**src/hdl/scf_pkg.sv**
```systemverilog
// Shared types and constants for the serial command frame slave.
// Used by scf_emit, the top level and the port checker; depends on nothing.
`timescale 1ns / 1ps

package scf_pkg;

  // Frame protocol bytes and command codes.
  localparam logic [7:0] START_BYTE     = 8'h41;
  localparam logic [7:0] PAD_BYTE       = 8'hff;
  localparam logic [7:0] BROADCAST_ADDR = 8'hff;
  localparam logic [7:0] CMD_ECHO       = 8'd0;
  localparam logic [7:0] CMD_SET_ID     = 8'd254;
  localparam logic [7:0] CMD_ASK_ID     = 8'd253;
  localparam logic [7:0] CMD_ID_REPLY   = 8'd250;

  // Reset value of the node id.
  localparam logic [7:0] INITIAL_ID_RESET = 8'd10;

  // Result kinds, carried on m_tuser.
  localparam logic [1:0] KIND_REPLY   = 2'd0;
  localparam logic [1:0] KIND_REQUEST = 2'd1;
  localparam logic [1:0] KIND_STORE   = 2'd2;

  // Width of the packed result beat.
  localparam int unsigned OUT_DATA_W = 48;

  // Receive parser phase.
  typedef enum logic [1:0] {
    PH_HUNT = 2'd0,
    PH_ADDR = 2'd1,
    PH_BODY = 2'd2
  } phase_t;

  // What a completed frame asks the result sequencer to send.
  typedef enum logic [1:0] {
    JOB_REPLY       = 2'd0,
    JOB_STORE       = 2'd1,
    JOB_STORE_REPLY = 2'd2,
    JOB_REQUEST     = 2'd3
  } job_kind_t;

  // One job handed from the parser to the result sequencer.
  typedef struct packed {
    job_kind_t  kind;
    logic [7:0] id;         // id in the reply frame, or the new id to store
    logic [7:0] cmd;
    logic [7:0] lo;
    logic [7:0] hi;
    logic [7:0] sum;        // reply checksum
    logic       broadcast;
  } job_t;

endpackage

```
**src/hdl/serial_command_frame_slave_core.sv**
```systemverilog
// Top level of the serial command frame slave: receive parser and node id.
// Depends on scf_pkg and instantiates scf_emit.
`timescale 1ns / 1ps

// Received bytes are taken one per cycle while the result sequencer is idle. A
// byte that completes a frame with a good sum starts a burst of one to nine
// result beats (none for a broadcast echo), which leave through the output
// register one per cycle while the sink keeps up; the input is held off until
// the sequencer in scf_emit has issued the last beat of the burst. No clearing
// pass is needed after reset.
module serial_command_frame_slave_core (
  input  logic                              clk,
  input  logic                              rst,
  // Node id register.
  input  logic                              cfg_we,
  input  logic [7:0]                        cfg_wdata,
  // Received bytes.
  input  logic                              s_tvalid,
  output logic                              s_tready,
  input  logic [7:0]                        s_tdata,   // [7:0] rx_byte
  // Result beats.
  output logic                              m_tvalid,
  input  logic                              m_tready,
  // [7:0] tx_byte, [15:8] req_cmd, [31:16] req_data, [32] req_broadcast,
  // [40:33] stored_id, [47:41] zero
  output logic [scf_pkg::OUT_DATA_W-1:0]    m_tdata,
  output logic [1:0]                        m_tuser,   // [1:0] kind
  output logic                              m_tlast
);

  scf_pkg::phase_t phase;
  scf_pkg::phase_t phase_next;
  logic [2:0]      byte_index;
  logic [2:0]      byte_index_next;
  logic [7:0]      own_id;
  logic [7:0]      own_id_next;
  logic [7:0]      frame_bytes [4];
  logic            frame_wr;
  logic            accept;
  logic            busy;
  logic            job_load;
  scf_pkg::job_t   job;
  logic [9:0]      rx_sum_wide;
  logic [7:0]      rx_sum;
  logic            broadcast;
  logic [7:0]      reply_id;
  logic [9:0]      reply_sum_wide;

  assign accept   = s_tvalid && s_tready;
  assign s_tready = !busy;

  // Frame checksum and broadcast test.
  assign rx_sum_wide = {2'b00, frame_bytes[0]} + {2'b00, frame_bytes[1]} +
                       {2'b00, frame_bytes[2]} + {2'b00, frame_bytes[3]};
  assign rx_sum      = rx_sum_wide[7:0];
  assign broadcast   = (frame_bytes[0] == scf_pkg::BROADCAST_ADDR);

  // Next state of the parser.
  always_comb begin
    phase_next      = phase;
    byte_index_next = byte_index;
    frame_wr        = 1'b0;
    if (accept) begin
      unique case (phase)
        scf_pkg::PH_ADDR: begin
          if (s_tdata == own_id || s_tdata == scf_pkg::BROADCAST_ADDR) begin
            frame_wr        = 1'b1;
            byte_index_next = 3'd1;
            phase_next      = scf_pkg::PH_BODY;
          end else begin
            phase_next = scf_pkg::PH_HUNT;
          end
        end
        scf_pkg::PH_BODY: begin
          if (byte_index < 3'd4) begin
            frame_wr        = 1'b1;
            byte_index_next = byte_index + 3'd1;
          end else begin
            phase_next      = scf_pkg::PH_HUNT;
            byte_index_next = 3'd0;
          end
        end
        default: begin
          phase_next = scf_pkg::PH_HUNT;
          if (s_tdata == scf_pkg::START_BYTE) begin
            phase_next      = scf_pkg::PH_ADDR;
            byte_index_next = 3'd0;
          end
        end
      endcase
    end
  end

  // Job for the result sequencer and id update on a good frame.
  always_comb begin
    job_load    = 1'b0;
    own_id_next = own_id;
    reply_id    = own_id;
    job.kind    = scf_pkg::JOB_REQUEST;
    job.cmd     = frame_bytes[1];
    job.lo      = frame_bytes[2];
    job.hi      = frame_bytes[3];
    job.broadcast = broadcast;
    if (accept && phase == scf_pkg::PH_BODY && byte_index >= 3'd4 &&
        rx_sum == s_tdata) begin
      priority if (frame_bytes[1] == scf_pkg::CMD_ECHO) begin
        job.kind = scf_pkg::JOB_REPLY;
        job_load = !broadcast;
      end else if (frame_bytes[1] == scf_pkg::CMD_SET_ID) begin
        own_id_next = frame_bytes[2];
        reply_id    = frame_bytes[2];
        job.kind    = broadcast ? scf_pkg::JOB_STORE : scf_pkg::JOB_STORE_REPLY;
        job_load    = 1'b1;
      end else if (frame_bytes[1] == scf_pkg::CMD_ASK_ID) begin
        job.kind = scf_pkg::JOB_REPLY;
        job.cmd  = scf_pkg::CMD_ID_REPLY;
        job.lo   = own_id;
        job.hi   = 8'h00;
        job_load = 1'b1;
      end else begin
        job.kind = scf_pkg::JOB_REQUEST;
        job_load = 1'b1;
      end
    end
    if (cfg_we) begin
      own_id_next = cfg_wdata;
    end
    // Reply id and checksum over the final reply fields.
    reply_sum_wide = {2'b00, reply_id} + {2'b00, job.cmd} +
                     {2'b00, job.lo} + {2'b00, job.hi};
    job.id  = reply_id;
    job.sum = reply_sum_wide[7:0];
  end

  // Parser state and node id.
  always_ff @(posedge clk) begin
    if (rst) begin
      phase      <= scf_pkg::PH_HUNT;
      byte_index <= 3'd0;
      own_id     <= scf_pkg::INITIAL_ID_RESET;
    end else begin
      phase      <= phase_next;
      byte_index <= byte_index_next;
      own_id     <= own_id_next;
    end
  end

  // Frame byte store, written at the current byte position.
  always_ff @(posedge clk) begin
    if (frame_wr) begin
      frame_bytes[byte_index_next[1:0] - 2'd1] <= s_tdata;
    end
  end

  scf_emit u_emit (
    .clk      (clk),
    .rst      (rst),
    .job_load (job_load),
    .job_in   (job),
    .busy     (busy),
    .m_tvalid (m_tvalid),
    .m_tready (m_tready),
    .m_tdata  (m_tdata),
    .m_tuser  (m_tuser),
    .m_tlast  (m_tlast)
  );

endmodule

```
**src/hdl/scf_emit.sv**
```systemverilog
// Result sequencer of the frame slave: turns one job into its result beats.
// Depends on scf_pkg for the job type and the result kinds.
`timescale 1ns / 1ps

module scf_emit (
  input  logic                              clk,
  input  logic                              rst,
  input  logic                              job_load,
  input  scf_pkg::job_t                     job_in,
  output logic                              busy,
  output logic                              m_tvalid,
  input  logic                              m_tready,
  output logic [scf_pkg::OUT_DATA_W-1:0]    m_tdata,
  output logic [1:0]                        m_tuser,
  output logic                              m_tlast
);

  scf_pkg::job_t job;
  logic [3:0]    step;
  logic          out_free;
  logic          has_store;
  logic [3:0]    final_step;
  logic [3:0]    reply_idx;
  logic [7:0]    tx_byte;
  logic [7:0]    req_cmd;
  logic [15:0]   req_data;
  logic          req_broadcast;
  logic [7:0]    stored_id;
  logic [1:0]    kind;

  assign out_free = !m_tvalid || m_tready;

  // Beat count and leading store beat of each job kind.
  always_comb begin
    unique case (job.kind)
      scf_pkg::JOB_REPLY: begin
        has_store  = 1'b0;
        final_step = 4'd7;
      end
      scf_pkg::JOB_STORE: begin
        has_store  = 1'b1;
        final_step = 4'd0;
      end
      scf_pkg::JOB_STORE_REPLY: begin
        has_store  = 1'b1;
        final_step = 4'd8;
      end
      scf_pkg::JOB_REQUEST: begin
        has_store  = 1'b0;
        final_step = 4'd0;
      end
    endcase
  end

  assign reply_idx = step - {3'b000, has_store};

  // Fields of the beat at the current step.
  always_comb begin
    tx_byte       = 8'h00;
    req_cmd       = 8'h00;
    req_data      = 16'h0000;
    req_broadcast = 1'b0;
    stored_id     = 8'h00;
    kind          = scf_pkg::KIND_REPLY;
    if (job.kind == scf_pkg::JOB_REQUEST) begin
      kind          = scf_pkg::KIND_REQUEST;
      req_cmd       = job.cmd;
      req_data      = {job.hi, job.lo};
      req_broadcast = job.broadcast;
    end else if (has_store && step == 4'd0) begin
      kind      = scf_pkg::KIND_STORE;
      stored_id = job.id;
    end else begin
      unique case (reply_idx[2:0])
        3'd0: tx_byte = scf_pkg::PAD_BYTE;
        3'd1: tx_byte = scf_pkg::START_BYTE;
        3'd2: tx_byte = job.id;
        3'd3: tx_byte = job.cmd;
        3'd4: tx_byte = job.lo;
        3'd5: tx_byte = job.hi;
        3'd6: tx_byte = job.sum;
        3'd7: tx_byte = scf_pkg::PAD_BYTE;
      endcase
    end
  end

  // Job register and step counter.
  always_ff @(posedge clk) begin
    if (rst) begin
      busy <= 1'b0;
      step <= 4'd0;
    end else if (job_load) begin
      busy <= 1'b1;
      step <= 4'd0;
    end else if (busy && out_free) begin
      if (step == final_step) begin
        busy <= 1'b0;
      end
      step <= step + 4'd1;
    end
  end

  always_ff @(posedge clk) begin
    if (job_load) begin
      job <= job_in;
    end
  end

  // Output register: one result beat per cycle while the sink keeps up.
  always_ff @(posedge clk) begin
    if (rst) begin
      m_tvalid <= 1'b0;
    end else if (busy && out_free) begin
      m_tvalid <= 1'b1;
    end else if (m_tready) begin
      m_tvalid <= 1'b0;
    end
  end

  always_ff @(posedge clk) begin
    if (busy && out_free) begin
      m_tdata <= {7'b0000000, stored_id, req_broadcast, req_data, req_cmd, tx_byte};
      m_tuser <= kind;
      m_tlast <= (step == final_step);
    end
  end

endmodule

```
**config.mk**
```make
export PLATFORM = sky130hd
export DESIGN_NAME = serial_command_frame_slave_core
export DESIGN_NICKNAME = d
export VERILOG_FILES = /design/src/hdl/scf_pkg.sv /design/src/hdl/serial_command_frame_slave_core.sv /design/src/hdl/scf_emit.sv
export SDC_FILE = /design/constraint.sdc
export NUM_CORES = 1
export LEC_CHECK = 0
export BUFFER_PORTS_ARGS = -buffer_cell sky130_fd_sc_hd__buf_4
export CAP_MARGIN = 20
export CORE_MARGIN = 1
export CORE_UTILIZATION = 40
export CTS_BUF_LIST = sky130_fd_sc_hd__clkbuf_4 sky130_fd_sc_hd__clkbuf_8
export CTS_CLUSTER_DIAMETER = 200
export DETAILED_ROUTE_END_ITERATION = 12
export PLACE_DENSITY = 0.69
export SLEW_MARGIN = 40
export SYNTH_ARGS = -nofsm -noshare
export SYNTH_HDL_FRONTEND = slang
export SYNTH_SLANG_ARGS = --single-unit
export TNS_END_PERCENT = 100
```
**constraint.sdc**
```tcl
create_clock -name clk -period 5.8 [get_ports clk]
set_input_delay 0.29 -clock clk [delete_from_list [all_inputs] [get_ports clk]]
set_output_delay 0.29 -clock clk [all_outputs]
set_load 0.1 [all_outputs]
```
==> summary.md, run 1 <==
| Metric | Value |
|---|---|
| DR DRC count | `0` |
| Slew headroom | `52.1%` |
| Synth Flop Type | `edfxtp_1` |
| Share of layout cells above drive strength 1 | `28.9%` |
| Final Hold Fails | `0` |
| Top post-synthesis cells by area | `edfxtp_1, fa_1, dfxtp_1, ha_1, and2_1` |
| CTS buffer count | `17` |
| Post-DP HPWL | `11100 um` |
| Post-Syn Instances | `579` |
| EDFF count, synth | `119` |
| Endpoints failing setup | `3` |
| Routed WL | `between 10000 and 15000 um` |
| Crit path from | `frame_bytes[2][1]` |
| Crit path DAT | `6.27 ns` |
| Reg area | `between 3000 and 4000 um^2` |
| Vias in the first global route | `4668` |
| Global route overflow | `0` |
| Initial antenna violation count | `0` |
| Routed length per instance | `15.4 um` |
| Antenna viol nets, final | `0` |
| WS Path Type | `reg2reg` |
| Die height | `135 um` |
| Register area share after synthesis | `55.7%` |
| Synth top area share | `between 50% and 60%` |
| Starting Density | `around 41%` |
| FF-to-FF End | `u_emit.job[8]` |
| Root buffer selected by CTS | `clkbuf_8` |
| Worst Slack Setup Final | `-0.269 ns` |
| Max FO, Critical Path | `8` |
| Fin crit share | `105%` |
| First-iteration detailed-routing DRC count | `246` |
| Total vias in the final route | `4630` |
| Worst-path clk slew | `0.08 ns` |
| Final #Nets | `around 800` |
| Layout fillers | `1514` |
| Pins Over Slew Limit | `0` |
| Post-synth cell types | `53` |
| Area of the multi-input gates | `slightly below 3000 um^2` |
| Met3 wire len | `745 um` |
| Status | `complete, but fails checks` |
| Met2 WL | `slightly above 7000 um` |
| Hold Crit Start | `cfg_wdata[7]` |
| Worst slew pin tran | `0.718 ns` |
| Peak supply drop | `149 uV` |
| Syn avg cell area | `12.3 um^2` |
| Clk Latency, worst-skew pair | `0.45 ns` |
| Die X | `135 um` |
| RePlAce Congestion | `0.854` |
| Failing checks | `setup timing` |
| DR top layer | `met4` |
| Clock sinks | `138` |
| Core ar. | `17300 um^2` |
| Ant. Diodes | `0` |
| RSZ-0062 raised after global routing | `yes` |
| Met1 Wirelength | `6290 um` |
| Max_cap viols | `0` |
| Htree depth | `4` |
| Reg2reg setup slack | `-0.27 ns` |
| Worst-case reg-to-reg path depth | `24` |
| Total iterations of the first detailed-routing run | `5` |
| Io pins | `74` |
| CP Launch Type | `flip-flop` |
| Fmax | `165 MHz` |
| Crit Reg-Reg Startpoint | `frame_bytes[2][1]` |
| Final instance count without filler cells | `944` |
| Minimum clock period | `approximately 6.1 ns` |
| Area Growth Syn to Fin | `24.6%` |
| Global-route wire length before repair | `23300 um` |
| Pwr Total | `2.04 mW` |
| Hold Path Class | `in2reg` |
| Hold_ws | `0.0748 ns` |
| Skew final | `0.0112 ns` |
| Synth warn | `0` |
| Power Dens Cells | `230 nW/um^2` |
| Vias/cell | `4.90` |
| Synthesized area | `7100 um^2` |
| CP required | `6.00 ns` |
| Flops & latches, synth | `approximately 140` |
| Port buffer count | `between 60 and 70` |
| Async SR Flop Fraction | `0%` |
| Area leader, netlist | `edfxtp_1` |
| Worst setup endpoint | `u_emit.job[8]` |
| CTS tree | `built` |
| GR Util All Layers | `roughly 17%` |
| Clk buf depth | `2` |
| Worst Setup End Kind | `flip-flop` |
| Largest net degree at the start of global routing | `47` |
| Area of the die | `18300 um^2` |
| Placed insts | `904` |
| Std cell rows | `48` |
| Static Leak | `about 3.5 nW` |
==> logic make-up (layout without fill, tap and decap cells) <==
kind of cell	Yosys count	in the layout	share of synthesized area (%)
xor+xnor	38	38	5.18
mux	21	21	3.14
flops	138	138	55.7
compound gates	71	71	6.43
other cells	1	7	0.0528
buf+inv	85	219	4.99
fa+ha+maj	52	52	12.1
simple gates	173	173	12.4
==> timing repair <==
action                     4_1_cts  5_1_grt
cloned                           0        0
pin swaps                        7        4
setup buffers                    3        5
setup endpoints to repair        4        6
gates resized for setup          7       18
hold buffers                     0        0
==> synth_stat cells (8+ instances only) <==
| library cell | instances |
|---|---|
| inv_1 | 58 |
| clkbuf_1 | 16 |
| dfxtp_1 | 19 |
| a211oi_1 | 10 |
| nor3_1 | 8 |
| ha_1 | 24 |
| nor2_1 | 44 |
| o21ai_0 | 14 |
| mux2i_1 | 13 |
| and2_1 | 42 |
| nand2_1 | 38 |
| xor2_1 | 8 |
| fa_1 | 28 |
| edfxtp_1 | 119 |
| a21oi_1 | 22 |
| xnor2_1 | 27 |
==> critical path: stages, from the launching register on <==
cell and delay (ns):
edfxtp_1 0.43, fa_1 0.54, inv_1 0.05, fa_1 0.49, inv_2 0.05, ha_4 0.15
fa_2 0.37, nand3_2 0.08, a21oi_2 0.06, or3_1 0.31, a2111o_1 0.46, or3_4 0.41
and2_4 0.19, fa_1 0.44, fa_1 0.50, ha_2 0.19, inv_2 0.04, fa_2 0.36
inv_2 0.08, a21oi_4 0.06, o21bai_4 0.12, a21o_1 0.14, a21oi_2 0.05, xnor2_1 0.13
xnor2_1 0.12
==> flip-flops by register name, indices dropped and copies added (netlist names), 2 cells and up <==
name,cells
byte_index,3
frame_bytes,32
own_id,8
phase,2
u_emit.job,43
u_emit.m_tdata,41
u_emit.m_tuser,2
u_emit.step,4
==> layer usage <==
metal / vias up / global-route usage, %
met2: 156 / 28.8
met4: 0 / 7.99
li1: 2241 / -
met1: 2200 / 20.4
met5: - / 0
met3: 33 / 4.00
==> where the power goes <==
| part | internal (mW) | switching, mW |
|---|---|---|
| Clock | 0.468 | 0.376 |
| Combinational | 0.0496 | 0.0680 |
| Sequential | 1.07 | 0.00423 |
| Total | 1.59 | 0.448 |
==> per-stage QoR <==
stage	worst slack (ns)	util, %	TNS [ns]	area, um^2
6_report	-0.269	51.1	-0.605	8850
5_1_grt	-0.507	51.1	-1.49	8850
4_1_cts	-0.279	50.4	-0.441	8720
3_5_place_dp	-0.373	47.6	-0.783	8230
3_3_place_gp	-0.225	47.5	-0.318	8220
2_1_floorplan	-0.253	-	-0.365	7180
==> cell type report <==
class                   instances  share of cell area [%]
clock buffers                  17                    2.64
clock inverters                15                    2.25
inverters                      59                    2.50
multi-input cells             362                    33.7
flip-flops and latches        138                    44.7
well taps                     225                    3.18
repair buffers                128                    11.0
==> cells in the final DEF (no fill, tap or decap), drive strengths merged, types with 10 or more instances in the layout <==
cell and instances:
nand2 38, inv 61, nor2 44, a21oi 22
o21ai 14, xnor2 28, ha 24, fa 28
a211oi 10, dfxtp 19, mux2i 14, edfxtp 119
buf 128, clkbuf 17, and2 42
==> worst min-delay path by stage <==
stage,end,slack (ns),depth (start not counted)
after floorplan,own_id[2],0.36,1
after global placement,phase[0],0.50,2
after detailed placement,byte_index[0],0.52,2
after CTS,own_id[3],0.05,3
after global routing,own_id[7],0.06,3
final,own_id[7],0.07,3
Power figures use the tool's default switching activity.
==> run 2, diff against run 1 <==
--- a/config.mk
+++ b/config.mk
@@ -12,7 +12,7 @@
 export CTS_BUF_LIST = sky130_fd_sc_hd__clkbuf_4 sky130_fd_sc_hd__clkbuf_8
 export CTS_CLUSTER_DIAMETER = 200
 export DETAILED_ROUTE_END_ITERATION = 12
-export PLACE_DENSITY = 0.69
+export PLACE_DENSITY = 0.67
 export SLEW_MARGIN = 40
 export SYNTH_ARGS = -nofsm -noshare
 export SYNTH_HDL_FRONTEND = slang
==> constraint.sdc (replaced) <==
create_clock -name clk -period 7.63 [get_ports clk]
set_input_delay 0.3815 -clock clk [delete_from_list [all_inputs] [get_ports clk]]
set_output_delay 0.3815 -clock clk [all_outputs]
set_load 0.1 [all_outputs]
==> run 2 against run 1 <==
Compared with the run above:
- the run now ends clean
- combinational power shrank 39%
- routed wire length shrank 6.4%
- total power shrank 27%
- non-clock buffer count shrank 56
- maximum frequency shrank 11%
- global-route usage shrank 0.62 points
- clock power shrank 29%
- largest power group unchanged
- highest routed layer unchanged
==> summary.md, run 2 (synthesis results as in run 1) <==
| Metric | Value |
|---|---|
| Initial antenna violation count | `0 (unchanged)` |
| Hold_ws | `0.156 ns (+0.0808 ns)` |
| Final instance count without filler cells | `888 (-5.9%)` |
| Reg2reg setup slack | `0.84 ns (+1.11 ns)` |
| CTS buffer count | `17 (unchanged)` |
| Endpoints failing setup | `0 (-3)` |
| Final #Nets | `723 (-7.2%)` |
| Most frequent cells in the layout | `edfxtp_1, buf_4, inv_1` |
| DR DRC count | `0 (unchanged)` |
| Worst-case reg-to-reg path depth | `24 (unchanged)` |
| Routed length per instance | `15.4 um (-0.55%)` |
| GR Util All Layers | `16.4% (-0.62 points)` |
| Hold Crit Start | `cfg_wdata[1]` |
| FF-to-FF End | `u_emit.job[8]` |
| Vias/cell | `4.93 (+0.52%)` |
| Root buffer selected by CTS | `clkbuf_8` |
| Peak supply drop | `116 uV (-22%)` |
| Most frequent CP cell | `fa_1` |
| WS Path Type | `reg2reg` |
| Logic pwr share | `4.8% (-1.0 points)` |
| NetSw | `0.319 mW (-29%)` |
| Max FO, Critical Path | `14 (+6)` |
| Net Sw Frac | `21.4% (-0.53 points)` |
| Slew headroom | `53.3% (+1.2 points)` |
| Cts hold-fix bufs | `0 (unchanged)` |
| RePlAce Congestion | `0.840 (-1.7%)` |
| Worst-path clk slew | `0.08 ns (about the same)` |
| Vias in the first global route | `4357 (-6.7%)` |
| First-iteration detailed-routing DRC count | `242 (-1.6%)` |
| Post-CTS Resized | `0 (-7)` |
| Largest register FFs | `43 (unchanged)` |
| Global-route wire length before repair | `22100 um (-4.9%)` |
| CP Launch Type | `flip-flop` |
| Routed WL | `13600 um (-6.4%)` |
| Htree depth | `4 (unchanged)` |
| Top reg by flops | `u_emit.job` |
| Worst slew pin tran | `0.700 ns (-0.0177 ns)` |
| RSZ-0062 raised after global routing | `no` |
| Placed insts | `856 (-5.3%)` |
| Die height | `135 um (unchanged)` |
| Total iterations of the first detailed-routing run | `5 (unchanged)` |
| Ant. Diodes | `0 (unchanged)` |
| Antenna viol nets, final | `0 (unchanged)` |
| CP Cell Sequence | `fa_1, inv_1, fa_1, inv_1, ha_1, fa_1, nand3_1, a21oi_1, or3_1, a2111o_1, or3_1, and2_1, fa_1, fa_1, ha_1, inv_1, fa_1, inv_1, a21oi_1, o21bai_1, a21o_1, a21oi_1, xnor2_1, xnor2_1` |
| Std cell rows | `48 (unchanged)` |
| Starting Density | `41.1% (unchanged)` |
| Crit Reg-Reg Startpoint | `frame_bytes[3][1]` |
| Final Hold Fails | `0 (unchanged)` |
| Max_cap viols | `0 (unchanged)` |
| Max stage delay on crit path | `0.56 ns (+0.02 ns)` |
| Power Dens Cells | `180 nW/um^2 (-22%)` |
| Hold Path Class | `in2reg` |
| Minimum clock period | `6.79 ns (+0.724 ns)` |
| Clk Latency, worst-skew pair | `0.45 ns (about the same)` |
| Hold EP | `own_id[1]` |
| Pins Over Slew Limit | `0 (unchanged)` |
| Global route overflow | `0 (unchanged)` |
| Total vias in the final route | `4378 (-5.4%)` |
| CP required | `7.84 ns (+1.84 ns)` |
| Die X | `135 um (unchanged)` |
| Share of layout cells above drive strength 1 | `18.1% (-11 points)` |
| Setup bufs post-CTS | `0 (-3)` |
| Fin crit share | `89.0% (-16 points)` |
| Slowest CP cell | `fa_1` |
| Area Growth Syn to Fin | `16.1%` |
| Io pins | `74 (unchanged)` |
| Internal power | `1.17 mW (-27%)` |
| Hold depth | `3 (unchanged)` |
| Crit path DAT | `7.00 ns (+0.73 ns)` |
| Clock sinks | `138 (unchanged)` |
| Core ar. | `17300 um^2 (unchanged)` |
| Static Leak | `3.18 nW (-8.7%)` |
| CTS tree | `built` |
| Post-DP HPWL | `10500 um (-5.5%)` |
| Commonest non-fill, non-tap cell in the layout | `edfxtp_1` |
| Setup TNS | `0 ns (+0.605 ns)` |
| Port buffer count | `66 (unchanged)` |
| Clk buf depth | `2 (unchanged)` |
| Clock power frac | `40.2% (-1.2 points)` |
| Largest net degree at the start of global routing | `49 (+4.3%)` |
| Layout fillers | `1576 (+4.1%)` |
| Area of the die | `18300 um^2 (unchanged)` |
| Worst Setup End Kind | `flip-flop` |
| Seq pwr share | `55.0% (+2.2 points)` |
| Fmax | `147 MHz (-11%)` |
| Status | `finished clean` |
| Skew final | `0.0125 ns (+0.00131 ns)` |
[run 2: changes by cell type in the layout (fill, tap and decap cells not counted), moves of 5 or more]
cell | before | now
a21oi_1 | 16 | 22
buf_4 | 125 | 72
inv_1 | 53 | 58
inv_2 | 6 | 1
[run 2: through the flow]
step | power (mW) | instance area [um^2] | utilization (%) | worst slack, ns
after floorplan | 0.886 | 7120 | - | 1.18
after global placement | 0.905 | 7820 | 45.2 | 0.966
after detailed placement | 0.907 | 7840 | 45.3 | 0.843
after CTS | 1.50 | 8240 | 47.6 | 0.832
after global routing | 1.53 | 8250 | 47.7 | 0.566
final | 1.49 | 8250 | 47.7 | 0.837
[run 2: cell type report]
type / count / area [um^2] / share of cell area [%]
clock inverters: 13 / 153 / 1.85
inverters: 59 / 221 / 2.69
well taps: 225 / 282 / 3.41
repair buffers: 72 / 541 / 6.56
flip-flops and latches: 138 / 3950 / 48.0
clock buffers: 19 / 249 / 3.02
multi-input cells: 362 / 2850 / 34.5
[run 2: metal layers]
metal / vias to the layer above / GRT usage [%] / wire length [um]
li1: 2126 / - / -
met1: 2101 / 20.7 / 5950
met2: 126 / 26.1 / 6590
met3: 25 / 3.74 / 753
met4: 0 / 8.99 / 349
met5: - / 0 / 0
[run 2: power by group through the flow]
stage,clock network [mW],logic (mW),registers [mW]
after floorplan,0,0.0523,0.834
after global placement,0,0.0704,0.835
after detailed placement,0,0.0717,0.835
after CTS,0.610,0.0721,0.818
after global routing,0.638,0.0782,0.818
final,0.597,0.0715,0.818
[run 2: worst max-delay path, delay by kind of cell, from the launching register on]
family	cells	cell delay, ns
AND/OR/NAND/NOR	4	1.27
adder cells (fa/ha/maj)	8	3.29
XOR/XNOR	2	0.29
flip-flops	1	0.43
AO/OA/AOI/OAI	6	1.04
buffers and inverters	4	0.24
[run 2: worst max path at each step]
| stage | start | endpoint | slack, ns | depth (start not counted) |
|---|---|---|---|---|
| floorplan | frame_bytes[3][1] | u_emit.job[8] | 1.18 | 25 |
| global placement | frame_bytes[3][1] | u_emit.job[8] | 0.97 | 24 |
| detailed placement | frame_bytes[3][1] | u_emit.job[8] | 0.84 | 24 |
| CTS | frame_bytes[3][1] | u_emit.job[8] | 0.83 | 24 |
| global route | frame_bytes[3][1] | u_emit.job[8] | 0.57 | 24 |
| finish | frame_bytes[3][1] | u_emit.job[8] | 0.84 | 24 |
==> run 3, diff against run 2 <==
--- a/config.mk
+++ b/config.mk
@@ -7,12 +7,16 @@
 export LEC_CHECK = 0
 export BUFFER_PORTS_ARGS = -buffer_cell sky130_fd_sc_hd__buf_4
 export CAP_MARGIN = 20
+export CELL_PAD_IN_SITES_DETAIL_PLACEMENT = 1
+export CELL_PAD_IN_SITES_GLOBAL_PLACEMENT = 2
 export CORE_MARGIN = 1
 export CORE_UTILIZATION = 40
 export CTS_BUF_LIST = sky130_fd_sc_hd__clkbuf_4 sky130_fd_sc_hd__clkbuf_8
 export CTS_CLUSTER_DIAMETER = 200
 export DETAILED_ROUTE_END_ITERATION = 12
-export PLACE_DENSITY = 0.67
+export GPL_TIMING_DRIVEN = 0
+export PLACE_DENSITY = 0.88
+export SKIP_CTS_REPAIR_TIMING = 1
 export SLEW_MARGIN = 40
 export SYNTH_ARGS = -nofsm -noshare
 export SYNTH_HDL_FRONTEND = slang
==> run 3 against run 2 <==
Compared with the run above:
- total power decreased by 0.84%
- sequential share of layout area shrank 0.82 points
- clock skew up 0.0020 ns
==> summary.md, run 3 (synthesis results as in run 1) <==
| Metric | Value |
|---|---|
| Internal power | `1.13 mW (-3.1%)` |
| Clock power frac | `39.3% (-0.9 points)` |
| Status | `finished clean` |
| Logic pwr share | `5.2% (+0.4 points)` |
| Worst-path clk slew | `0.08 ns (about the same)` |
| Routed WL | `15800 um (+16%)` |
| Clk Latency, worst-skew pair | `0.46 ns (about the same)` |
| Net Sw Frac | `23.2% (+1.8 points)` |
| Top reg by flops | `u_emit.job` |
| Fin crit share | `94.5% (+5.5 points)` |
| Starting Density | `41.1% (unchanged)` |
| Total vias in the final route | `4494 (+2.6%)` |
| Layout fillers | `1837 (+17%)` |
| Final Hold Fails | `0 (unchanged)` |
| Largest register FFs | `43 (unchanged)` |
| RePlAce Congestion | `0.931 (+11%)` |
| Setup TNS | `0 ns (unchanged)` |
| WS Path Type | `reg2reg` |
| Final #Nets | `746 (+3.2%)` |
| Htree depth | `4 (unchanged)` |
| Share of layout cells above drive strength 1 | `18.5% (+0.41 points)` |
| Final instance area | `8390 um^2 (+1.7%)` |
| Hold Path Class | `in2reg` |
| Peak supply drop | `107 uV (-8.0%)` |
| Worst slew pin tran | `0.836 ns (+0.136 ns)` |
| Max_cap viols | `0 (unchanged)` |
| Initial antenna violation count | `0 (unchanged)` |
| Root buffer selected by CTS | `clkbuf_8` |
| CTS tree | `built` |
| Skew final | `0.0145 ns (+0.00203 ns)` |
| Endpoints failing setup | `0 (unchanged)` |
| Global route overflow | `0 (unchanged)` |
| Largest net degree at the start of global routing | `41 (-16%)` |
| Final Util | `48.5% (+0.82 points)` |
| Post-DP Area | `7990 um^2 (+1.9%)` |
| Pins Over Slew Limit | `0 (unchanged)` |
| Hold_ws | `0.145 ns (-0.0107 ns)` |
| Crit path DAT | `7.42 ns (+0.42 ns)` |
| RSZ-0062 raised after global routing | `no` |
| Worst Setup End Kind | `flip-flop` |
| Slew headroom | `44.0% (-9.3 points)` |
| NetSw | `0.342 mW (+7.3%)` |
| Std cell rows | `48 (unchanged)` |
| Die X | `135 um (unchanged)` |
| Pwr Total | `1.47 mW (-0.84%)` |
| Power Dens Cells | `176 nW/um^2 (-2.5%)` |
| Clock sinks | `138 (unchanged)` |
| DR DRC count | `0 (unchanged)` |
| CP Launch Type | `flip-flop` |
| Area Growth Syn to Fin | `18.1%` |
| Seq pwr share | `55.5% (+0.5 points)` |
| CTS buffer count | `17 (unchanged)` |
| Ant. Diodes | `0 (unchanged)` |
| Total iterations of the first detailed-routing run | `4 (-1)` |
| Most frequent cells in the layout | `edfxtp_1, buf_4, inv_1` |
| Port buffer count | `66 (unchanged)` |
| Antenna viol nets, final | `0 (unchanged)` |
| Area of the die | `18300 um^2 (unchanged)` |
| Clk buf depth | `2 (unchanged)` |
| Fmax | `139 MHz (-5.8%)` |
| Core ar. | `17300 um^2 (unchanged)` |
| Global-route wire length before repair | `25600 um (+16%)` |
| Post-DP HPWL | `12700 um (+21%)` |
| First-iteration detailed-routing DRC count | `172 (-29%)` |
| Vias/cell | `4.93 (about the same)` |
| Die height | `135 um (unchanged)` |
| Max FO, Critical Path | `10 (-4)` |
| CP required | `7.84 ns (about the same)` |
| Minimum clock period | `7.21 ns (+0.420 ns)` |
| Io pins | `74 (unchanged)` |
| Routed length per instance | `17.3 um (+13%)` |
| Static Leak | `3.23 nW (+1.6%)` |
| GR Util All Layers | `18.8% (+2.4 points)` |
| Commonest non-fill, non-tap cell in the layout | `edfxtp_1` |
| Vias in the first global route | `4924 (+13%)` |
run 3: changes by cell type in the layout (fill, tap and decap cells not counted), sizes merged:
cell      delta
buf          +7
clkbuf      +14
clkinv       -3
clkinvlp     +4
bufinv       -1
inv          +2
run 3: power groups by stage:
stage	Combinational, mW	Sequential, mW	Clock, mW
detailed placement	0.0774	0.835	0
global placement	0.0740	0.835	0
finish	0.0768	0.818	0.580
floorplan	0.0523	0.834	0
global route	0.0838	0.818	0.619
CTS	0.0778	0.817	0.595
run 3: layout make-up:
cell class              instances  area, um^2  area share, %
multi-input cells             362        2860           34.1
clock buffers                  17         234           2.79
repair buffers                 69         558           6.65
clock inverters                15         150           1.79
inverters                      59         221           2.64
well taps                     225         282           3.36
plain buffers                  26         133           1.58
flip-flops and latches        138        3950           47.1
run 3: worst paths after layout:
path                startpoint         endpoint  slack, ns  cells past startpoint
min reg2reg    u_emit.m_tvalid  u_emit.m_tvalid       0.52                      2
max          frame_bytes[1][1]    u_emit.job[8]       0.42                     24
max reg2reg  frame_bytes[1][1]    u_emit.job[8]       0.42                     24
min               cfg_wdata[1]        own_id[1]       0.14                      3
run 3: routing by layer:
layer / track usage (%) / vias to the layer above / routed length, um
li1: - / 2170 / -
met1: 21.8 / 2200 / 6650
met2: 33.1 / 104 / 8170
met3: 4.30 / 20 / 641
met4: 7.87 / 0 / 313
met5: 0 / - / 0
run 3: metrics by stage:
step	worst slack [ns]	instances
detailed placement	0.415	879
global route	0.0467	911
finish	0.417	911
global placement	0.607	876
floorplan	1.18	585
CTS	0.395	911
run 3: worst max-delay path, cell delays in order, from the launching register on:
cell and delay, ns:
edfxtp_1 0.48, fa_1 0.53, inv_1 0.07, fa_1 0.54, inv_1 0.04, ha_1 0.23, fa_1 0.42, nand3_1 0.11
a21oi_1 0.08, or3_1 0.37, a2111o_1 0.52, nor3_1 0.40, buf_2 0.32, mux2_2 0.40, fa_1 0.49, inv_1 0.06
fa_1 0.50, fa_1 0.48, inv_1 0.08, a21oi_1 0.08, o21bai_1 0.22, a21o_1 0.15, a21oi_1 0.07, xnor2_1 0.19
xnor2_1 0.09
